`src/rtl/prrs_pkg.sv`:
```
//------------------------------------------------------------------------------
// prrs_pkg
// shared types and constants of the per-flow round robin packet scheduler
//------------------------------------------------------------------------------
package prrs_pkg;

    localparam int NUM_FLOWS   = 16;
    localparam int QUEUE_DEPTH = 16;
    localparam int TAG_BITS    = 16;
    localparam int FLOW_W      = $clog2(NUM_FLOWS);
    localparam int QPTR_W      = $clog2(QUEUE_DEPTH);
    localparam int FILL_W      = $clog2(QUEUE_DEPTH + 1);
    localparam int ORDER_DEPTH = NUM_FLOWS * QUEUE_DEPTH;
    localparam int OPTR_W      = $clog2(ORDER_DEPTH);
    localparam int RPT_W       = $clog2(NUM_FLOWS + 1);
    localparam int QCAP        = 4;
    localparam int QCNT_W      = $clog2(QCAP + 1);
    localparam int QIDX_W      = $clog2(QCAP);

    typedef enum logic [0:0] {
        ACT_ENQ  = 1'b0,
        ACT_DONE = 1'b1
    } action_t;

    typedef enum logic [1:0] {
        EV_START  = 2'd0,
        EV_DEPART = 2'd1,
        EV_DROP   = 2'd2,
        EV_STRAY  = 2'd3
    } event_t;

    typedef enum logic [1:0] {
        ST_IDLE  = 2'd0,
        ST_READ  = 2'd1,
        ST_EMIT1 = 2'd2,
        ST_EMIT2 = 2'd3
    } state_t;

    typedef struct packed {
        action_t             action;
        logic [FLOW_W-1:0]   flow;
        logic [TAG_BITS-1:0] tag;
        logic                swift;
    } item_t;

endpackage

```
`src/rtl/prrs_front.sv`:
```
//------------------------------------------------------------------------------
// prrs_front
// input skid queue: accepts items and holds them until the back end is free
//------------------------------------------------------------------------------
module prrs_front (
    input  logic                    aclk,
    input  logic                    aresetn,
    input  logic                    in_valid,
    output logic                    in_ready,
    input  prrs_pkg::item_t         in_item,
    output logic                    q_valid,
    input  logic                    q_pop,
    output prrs_pkg::item_t         q_item
);

    prrs_pkg::item_t                 mem_reg [prrs_pkg::QCAP];
    logic [prrs_pkg::QIDX_W-1:0]     wr_reg, wr_next;
    logic [prrs_pkg::QIDX_W-1:0]     rd_reg, rd_next;
    logic [prrs_pkg::QCNT_W-1:0]     cnt_reg, cnt_next;
    logic                            push;
    logic                            pop;

    assign in_ready = (cnt_reg != prrs_pkg::QCNT_W'(prrs_pkg::QCAP));
    assign q_valid  = (cnt_reg != '0);
    assign q_item   = mem_reg[rd_reg];
    assign push     = in_valid && in_ready;
    assign pop      = q_pop && q_valid;

    always_comb begin
        wr_next  = push ? wr_reg + 1'b1 : wr_reg;
        rd_next  = pop ? rd_reg + 1'b1 : rd_reg;
        cnt_next = cnt_reg + prrs_pkg::QCNT_W'(push) - prrs_pkg::QCNT_W'(pop);
    end

    always_ff @(posedge aclk) begin
        if (!aresetn) begin
            wr_reg  <= '0;
            rd_reg  <= '0;
            cnt_reg <= '0;
        end else begin
            wr_reg  <= wr_next;
            rd_reg  <= rd_next;
            cnt_reg <= cnt_next;
        end
        if (push) begin
            mem_reg[wr_reg] <= in_item;
        end
    end

endmodule

```
`config.mk`:
```
export PLATFORM = sky130hd
export DESIGN_NAME = prrs_front
export DESIGN_NICKNAME = d
export VERILOG_FILES = /design/src/rtl/prrs_pkg.sv /design/src/rtl/prrs_front.sv
export SDC_FILE = /design/constraint.sdc
export NUM_CORES = 1
export LEC_CHECK = 0
export BUFFER_PORTS_ARGS = -buffer_cell sky130_fd_sc_hd__buf_2
export CORE_ASPECT_RATIO = 1.4
export CORE_MARGIN = 5
export CORE_UTILIZATION = 35
export DETAILED_ROUTE_END_ITERATION = 8
export HOLD_SLACK_MARGIN = 0.15
export PLACE_DENSITY_LB_ADDON = 0.12
export SLEW_MARGIN = 20
export SYNTH_ARGS = -nofsm -noshare
export SYNTH_HDL_FRONTEND = slang
export SYNTH_SLANG_ARGS = --single-unit
```
`constraint.sdc`:
```
create_clock -name aclk -period 3 [get_ports aclk]
set_clock_uncertainty 0.15 [all_clocks]
set_input_delay 0.15 -clock aclk [delete_from_list [all_inputs] [get_ports aclk]]
set_output_delay 0.15 -clock aclk [all_outputs]
set_load 0.02 [all_outputs]
```
After elaboration in Yosys (flattened, before gate mapping)
Memories as Yosys holds them, arrays and structs flattened. A register that Yosys moved wholly into a read port is not among the register bits.
Index checks and enable logic that the tools add are counted.
W data, S select, Z words.
{"block": "totals", "regBits": 7, "mem_count": 1, "elab_cells": 16, "in_bits": 26, "ram_bits": 88, "output_inout_bits": 24}
{"block": "op_classes", "muxes": 4, "n_reduce_logical": 3, "n_addsub": 4, "n_eq_ne": 1}
{"name": "mem_reg", "words": 4, "width": 22, "rd": 1, "rd_clocked_by_memory_dff": 1, "write_ports": 1, "line_no": "prrs_front.sv:16", "text": "prrs_pkg::item_t mem_reg [prrs_pkg::QCAP];"}
{"cell": "$add A2 B1 Y2 const B", "n": 2}
{"cell": "$mux W2", "n": 2}
{"cell": "$add A3 B1 Y3", "n": 1}
{"cell": "$ne A3 B3 Y1 const B", "n": 1}
{"cell": "$reduce_bool A3 Y1", "n": 1}
{"cell": "$sub A3 B1 Y3", "n": 1}
{"cell": "$logic_and A1 B1 Y1", "n": 2}
{"cell": "$mux W1", "n": 2}

Logic depth before layout (Yosys ltp)
Gate-level depths: netlist (run 1).
{"block": "depth", "depth_word": 4, "depth_mapped": 11}

Worst setup path before layout (run 1)
Ideal clock, no wire load.
{"block": "synth_timing", "kind": "flip-flop to flip-flop", "start": "reg cnt_reg[1] in the netlist's numbering", "end": "reg cnt_reg[2] in the netlist's numbering", "path_slack_ps": 631, "period_less_slack_ps": 2369, "path_stages_with_launch": 12, "n_path_buf": 0, "t_required_ps": 2735, "arrival_ps": 2104, "cell_sequence": "dfxtp_1 > nor2_1 > a21boi_2 > inv_1 > ha_1 > inv_1 > ha_1 > inv_1 > fa_1 > xnor2_1 > xnor2_1 > and2_1"}
{"block": "synth_between", "elab_chain_cells": 4}
{"item": "start, declared", "line_no": "prrs_front.sv:19", "text": "logic [prrs_pkg::QCNT_W-1:0] cnt_reg, cnt_next;"}
{"item": "start signal, assigned", "line_no": "prrs_front.sv:43", "text": "cnt_reg <= cnt_next;"}
{"item": "$ne A3 B3 Y1", "line_no": "prrs_front.sv:23", "text": "assign in_ready = (cnt_reg != prrs_pkg::QCNT_W'(prrs_pkg::QCAP));"}
{"item": "$logic_and A1 B1 Y1", "line_no": "prrs_front.sv:26", "text": "assign push = in_valid && in_ready;"}
{"item": "$add A3 B1 Y3", "line_no": "prrs_front.sv:32", "text": "cnt_next = cnt_reg + prrs_pkg::QCNT_W'(push) - prrs_pkg::QCNT_W'(pop);"}
{"item": "$sub A3 B1 Y3 *", "line_no": "prrs_front.sv:32"}
Mark *: on every way between the ends. The rest lies on a longest branch, timed or not.
A chain may end at the register's enable or synchronous reset.

Worst setup path after layout (run 1)
Same ends and word-level chain as after synthesis.

==> metrics, run 1 <==
Post-CTS Setup Repair Bufs 0; setup TNS 0 ns; vias in the first global route 1965; area of the multi-input gates 780.7 µm²; total track usage 10.96%; Hold Crit Start wr_reg[0]; Mapped Area 3659 µm²; Final period util 85.76%; Setup crit start kind flip-flop; Worst Hold Path EP wr_reg[0]; H-tree Lvls 3; leak pwr 0.001612 µW; Net Count, Synth 195; final hold violation count 0; post-synthesis cell count 162; residual antenna-violating net count after detailed routing 0; CTS buffer count 9; max FFs per register 88; Mapped Avg Cell Area 22.58 µm²; largest cells by area after synthesis edfxtp_1 72%, mux4_2 12%, dfxtp_1 4.9%; Critical Path End Type flip-flop; Synth top area share 72.23%; gr ovfl total 0; Synth Warn # 0; die area 12630 µm²; most common cell in the netlist edfxtp_1; max-cap violations 0; # DRC 0; Max Root-Sink Buffers 2; number of flops mapped to enable cells by yosys 88; Power Dens Cells 817.9 nW/µm²; origin of the critical flop-to-flop path cnt_reg[1]; Async S/R FF share, synth 0%; ys flop type edfxtp_1; final cell utilization of the core 44.99%; Die Ht 131.0 µm; number of inserted diodes 0; crit-path max FO 7; final slew viol count 0; first-pass GRT wire length 9.922 mm; # IOs 50; Initial Util 35.54%; IR drop worst, VDD 0.4394 mV; RSZ-0062 raised after global routing no; Tightest Pin Transition 0.5227 ns; Worst Hold Depth 2; minimum clock period 2.573 ns; CTS root buf clkbuf_16; area leader, netlist edfxtp_1; CP delay by family, top adder cells; share of layout cells above drive strength 1 36.76%; P_int 2726 µW; Max Fclk 388.7 MHz; DR vias/cell 4.542; Port Buf Inserts 49; status finished, final reports clean; Syn-to-layout area delta 26.61%; FF-to-FF End cnt_reg[2]; flop2flop setup slack 0.43 ns; Iter 0 DRT Violations 54; GP Congestion 0.7465; Hold Crit Class flip-flop to flip-flop; WP buf/inv 3; Filler cells 895; combinational share of power 24.8%; worst path cell trace nor2_1 -> a21boi_2 -> inv_1 -> ha_1 -> inv_1 -> ha_1 -> inv_1 -> fa_1 -> xnor2_1 -> xnor2_1 -> and2_1; drt total wl 6.172 mm; DIE WIDTH 96.41 µm; initial antenna violation count 0; cell mode on critical path inv_1; Critical Path Max Stage Delay 0.46 ns; total power 3789 µW; WP data required 3.08 ns; Slew headroom 65.15%; CTS tree done; DP Area 4086 µm²; R2R cell count 11; Finished Cell Area 4632 µm²; largest net degree at the start of global routing 23; Net Sw Power 1062 µW; core area 10290 µm²; sequential cell area 2824 µm²; vias post-DR 1776; CTS resizes 0; Final Setup Violations 0; Synth cell types 20; synth cell count leaders 88 x edfxtp_1, 20 x mux4_2, 9 x dfxtp_1; sw frac 28.04%; Clk pin slew, worst setup/hold paths 0.06 ns; clk sinks 97; sequential-to-total area share from yosys stat 77.15%; Seq pwr share 46.3%; Yosys reg bits 97; WP data arrival 2.65 ns; kind of critical path flip-flop to flip-flop; site row count 44; final net count 281; DRT Pass-1 Iters 4; hpwl dp 4.017 mm; clock power share 29.0%; Clock Latency Late Sink 0.33 ns; Slowest cell on crit path dfxtp_1; drt wl/cell 15.79 µm
-- layout by cell type (no fill, tap or decap) --
cell,netlist,routed
edfxtp_1,88,88
buf_2,2,49
dlygate4sd3_1,0,25
mux4_2,20,20
clkbuf_16,0,9
dfxtp_1,9,8
and2_1,7,7
ha_1,6,6
buf_4,0,6
inv_1,5,5
nand2_1,5,5
xnor2_1,4,4
nor2b_1,3,3
mux4_1,2,2
mux2i_1,2,2
clkinv_4,0,2
clkinv_2,0,2
o31a_1,1,1
nor2_1,1,1
a21boi_2,1,1
or3_1,1,1
o311ai_2,1,1
fa_1,1,1
dfxtp_2,0,1
inv_6,0,1
bufinv_16,0,1
clkinv_1,0,1
-- area by class of cell --
class	count	share of cell area, %
clock buffers	9	4.862
inverters	5	0.4052
clock inverters	7	1.513
repair buffers	80	11.67
flip-flops and latches	97	60.97
well taps	138	3.728
multi-input cells	55	16.86
-- worst min-delay path, delay by kind of cell (launching register included) --
family           cells  cell delay, ns
flip-flops           1            0.33
multiplexers         1            0.07
AND/OR/NAND/NOR      1            0.07
-- routing by layer --
| layer | part of all wire [%] | global-route usage, % | vias up |
|---|---|---|---|
| li1 | - | - | 823 |
| met1 | 38 | 11.70 | 908 |
| met2 | 55 | 19.48 | 34 |
| met3 | 4.7 | 3.436 | 11 |
| met4 | 2.1 | 5.120 | 0 |
| met5 | 0 | 0 | - |
-- per-stage QoR --
stage	std cells	hold slack (ns)	worst slack, ns
after floorplan	162	0.09887	0.6311
after global placement	350	0.2084	0.5508
after detailed placement	350	0.2175	0.3915
after CTS	391	0.3821	0.3931
after global routing	391	0.4141	0.1637
final	391	0.3718	0.4272
-- power by group through the flow --
stage | Sequential [µW] | Clock (µW) | Combinational [µW]
2_1_floorplan | 1730 | 0 | 697
3_3_place_gp | 1780 | 0 | 910
3_5_place_dp | 1790 | 0 | 932
4_1_cts | 1760 | 1140 | 964
5_1_grt | 1780 | 1190 | 1030
6_report | 1750 | 1100 | 938
-- repair_timing --
item | in CTS | in global routing
endpoints found under the setup margin | 0 | 0
hold endpoints to repair | 97 | 0
hold buffers | 25 | 0
-- worst max-delay path by stage --
stage                from         end  slack (ns)  cells past startpoint
2_1_floorplan  cnt_reg[1]  cnt_reg[2]        0.63                     11
3_3_place_gp   cnt_reg[1]  cnt_reg[2]        0.55                     11
3_5_place_dp   cnt_reg[1]  cnt_reg[2]        0.39                     11
4_1_cts        cnt_reg[1]  cnt_reg[2]        0.39                     11
5_1_grt        cnt_reg[1]  cnt_reg[2]        0.16                     11
6_report       cnt_reg[1]  cnt_reg[2]        0.43                     11
-- kinds of logic after synthesis --
| logic type | count (synthesis) | share of synthesized area [%] |
|---|---|---|
| compound gates | 3 | 0.9919 |
| xor+xnor | 4 | 0.9575 |
| fa+ha+maj | 7 | 2.599 |
| buf+inv | 10 | 1.505 |
| flops | 97 | 77.15 |
| mux | 24 | 14.30 |
| simple gates | 17 | 2.497 |
Power figures use the tool's default switching activity.
==> run 2, diff against run 1 <==
- RECOVER_POWER: unset -> 50
==> run 2 against run 1 <==
Effect of this change:
- wire length fell by 0.24%
- cell count did not move
- critical path depth did not move
==> metrics, run 2 (synthesis gave the netlist of run 1 again) <==
status finished, final reports clean; Setup crit start kind flip-flop; Slew headroom 54.54% (-11 points); number of inserted diodes 0 (unchanged); final hold violation count 0 (unchanged); Filler cells 906 (+1.2%); site row count 44 (unchanged); Post-Place Worst Slack 0.3915 ns (unchanged); initial antenna violation count 0 (unchanged); crit-path max FO 7 (unchanged); final cell utilization of the core 44.58% (-0.41 points); Final Setup Violations 0 (unchanged); residual antenna-violating net count after detailed routing 0 (unchanged); largest net degree at the start of global routing 23 (unchanged); clk sinks 97 (unchanged); setup TNS 0 ns (unchanged); P_int 2714 µW (-0.46%); first-pass GRT wire length 9.922 mm (unchanged); Iter 0 DRT Violations 53 (-1.9%); area of the multi-input gates 773.2 µm² (-0.96%); Final period util 84.68% (-1.1 points); Max Fclk 393.6 MHz (+1.3%); Hold Crit Class flip-flop to flip-flop; max-cap violations 0 (unchanged); combinational share of power 24.5% (-0.3 points); final slew viol count 0 (unchanged); drt total wl 6.157 mm (-0.24%); Port Buf Inserts 49 (unchanged); RSZ-0062 raised after global routing no; vias in the first global route 1965 (unchanged); minimum clock period 2.540 ns (-0.03241 ns); clock power share 29.1% (about the same); final setup margin 0.4596 ns (+0.03241 ns); DIE WIDTH 96.41 µm (unchanged); Syn-to-layout area delta 25.44%; GP Congestion 0.7465 (unchanged); vias post-DR 1777 (+0.056%); CTS buffer count 9 (unchanged); WP data arrival 2.62 ns (-0.03 ns); most frequent cells in the layout 88 x edfxtp_1, 25 x dlygate4sd3_1, 25 x buf_2, 24 x clkbuf_1, 20 x mux4_2; max FFs per register 88 (unchanged); total power 3772 µW (-0.43%); hpwl dp 4.017 mm (unchanged); Die Ht 131.0 µm (unchanged); WP data required 3.08 ns (about the same); sequential cell area 2824 µm² (unchanged); Clk pin slew, worst setup/hold paths 0.06 ns (about the same); share of layout cells above drive strength 1 26.88% (-9.9 points); worst path cell trace nor2_1 -> a21boi_2 -> inv_1 -> ha_1 -> inv_1 -> ha_1 -> inv_1 -> fa_1 -> xnor2_1 -> xnor2_1 -> and2_1; CP delay by family, top adder cells; final net count 281 (unchanged); CTS root buf clkbuf_16; DRT Pass-1 Iters 4 (unchanged); Slowest cell on crit path dfxtp_1; Initial Util 35.54% (unchanged); Net Sw Power 1058 µW (-0.37%); cell mode on critical path inv_1; # DRC 0 (unchanged); drt wl/cell 15.75 µm (-0.24%); kind of critical path flip-flop to flip-flop; die area 12630 µm² (unchanged); H-tree Lvls 3 (unchanged); Max Root-Sink Buffers 2 (unchanged); Power Dens Cells 821.9 nW/µm² (+0.49%); CTS tree done; most common cell after layout, fill and taps aside edfxtp_1; Critical Path End Type flip-flop; Clock Latency Late Sink 0.33 ns (about the same); sw frac 28.06% (about the same); core area 10290 µm² (unchanged); Seq pwr share 46.4% (about the same); Critical Path Max Stage Delay 0.44 ns (-0.02 ns); # IOs 50 (unchanged); gr ovfl total 0 (unchanged); leak pwr 0.001544 µW (-4.2%); DR vias/cell 4.545 (about the same); total track usage 10.96% (unchanged); Tightest Pin Transition 0.6818 ns (+0.1591 ns); IR drop worst, VDD 0.4399 mV (+0.10%); WP buf/inv 3 (unchanged)
-- run 2: area by class of cell --
type | instances | share of cell area [%]
sequential | 97 | 61.53
multi-input combinational | 55 | 16.85
inverter | 5 | 0.4089
tap | 138 | 3.762
clock buffer | 9 | 4.907
clock inverter | 7 | 1.527
timing repair buffer | 80 | 11.01
-- run 2: path summary, 6_finish.rpt --
check	from	depth (start not counted)	slack, ns	endpoint
max	cnt_reg[1]	11	0.46	cnt_reg[2]
min reg2reg	wr_reg[0]	2	0.37	wr_reg[0]
max reg2reg	cnt_reg[1]	11	0.46	cnt_reg[2]
min	wr_reg[0]	2	0.37	wr_reg[0]
-- run 2: stage by stage --
stage                     cells  cell area (µm²)  hold slack, ns
after floorplan             162             3659         0.09887
after global placement      350             4086          0.2084
after CTS                   391             4632          0.3821
after detailed placement    350             4086          0.2175
after global routing        391             4589          0.4158
final                       391             4589          0.3718
-- run 2: power by group through the flow --
stage / registers, µW / clock network, µW / logic (µW)
global route: 1780 / 1190 / 1010
floorplan: 1730 / 0 / 697
global placement: 1780 / 0 / 910
detailed placement: 1790 / 0 / 932
CTS: 1760 / 1140 / 964
finish: 1750 / 1100 / 924
-- run 2: what timing repair did --
action,in CTS,in global routing
gates resized for setup,0,0
endpoints found under the hold margin,97,0
buffers inserted,0,0
hold buffers,25,0
-- run 2: routing by layer --
metal  vias up  part of all wire [%]  global-route usage, %
li1        824                     -                      -
met1       908                    38                  11.70
met2        34                    55                  19.48
met3        11                   4.6                  3.436
met4         0                   2.1                  5.120
met5         -                     0                      0
-- run 2: worst reg2reg max path, delay by kind of cell (launching register included) --
family                     cells  cell delay, ns
AOI/OAI and AO/OA              1            0.30
xor gates and xnor gates       2            0.28
adders and majority gates      3            0.79
buffers and inverters          3            0.20
DFF                            1            0.44
and+or+nand+nor                2            0.27
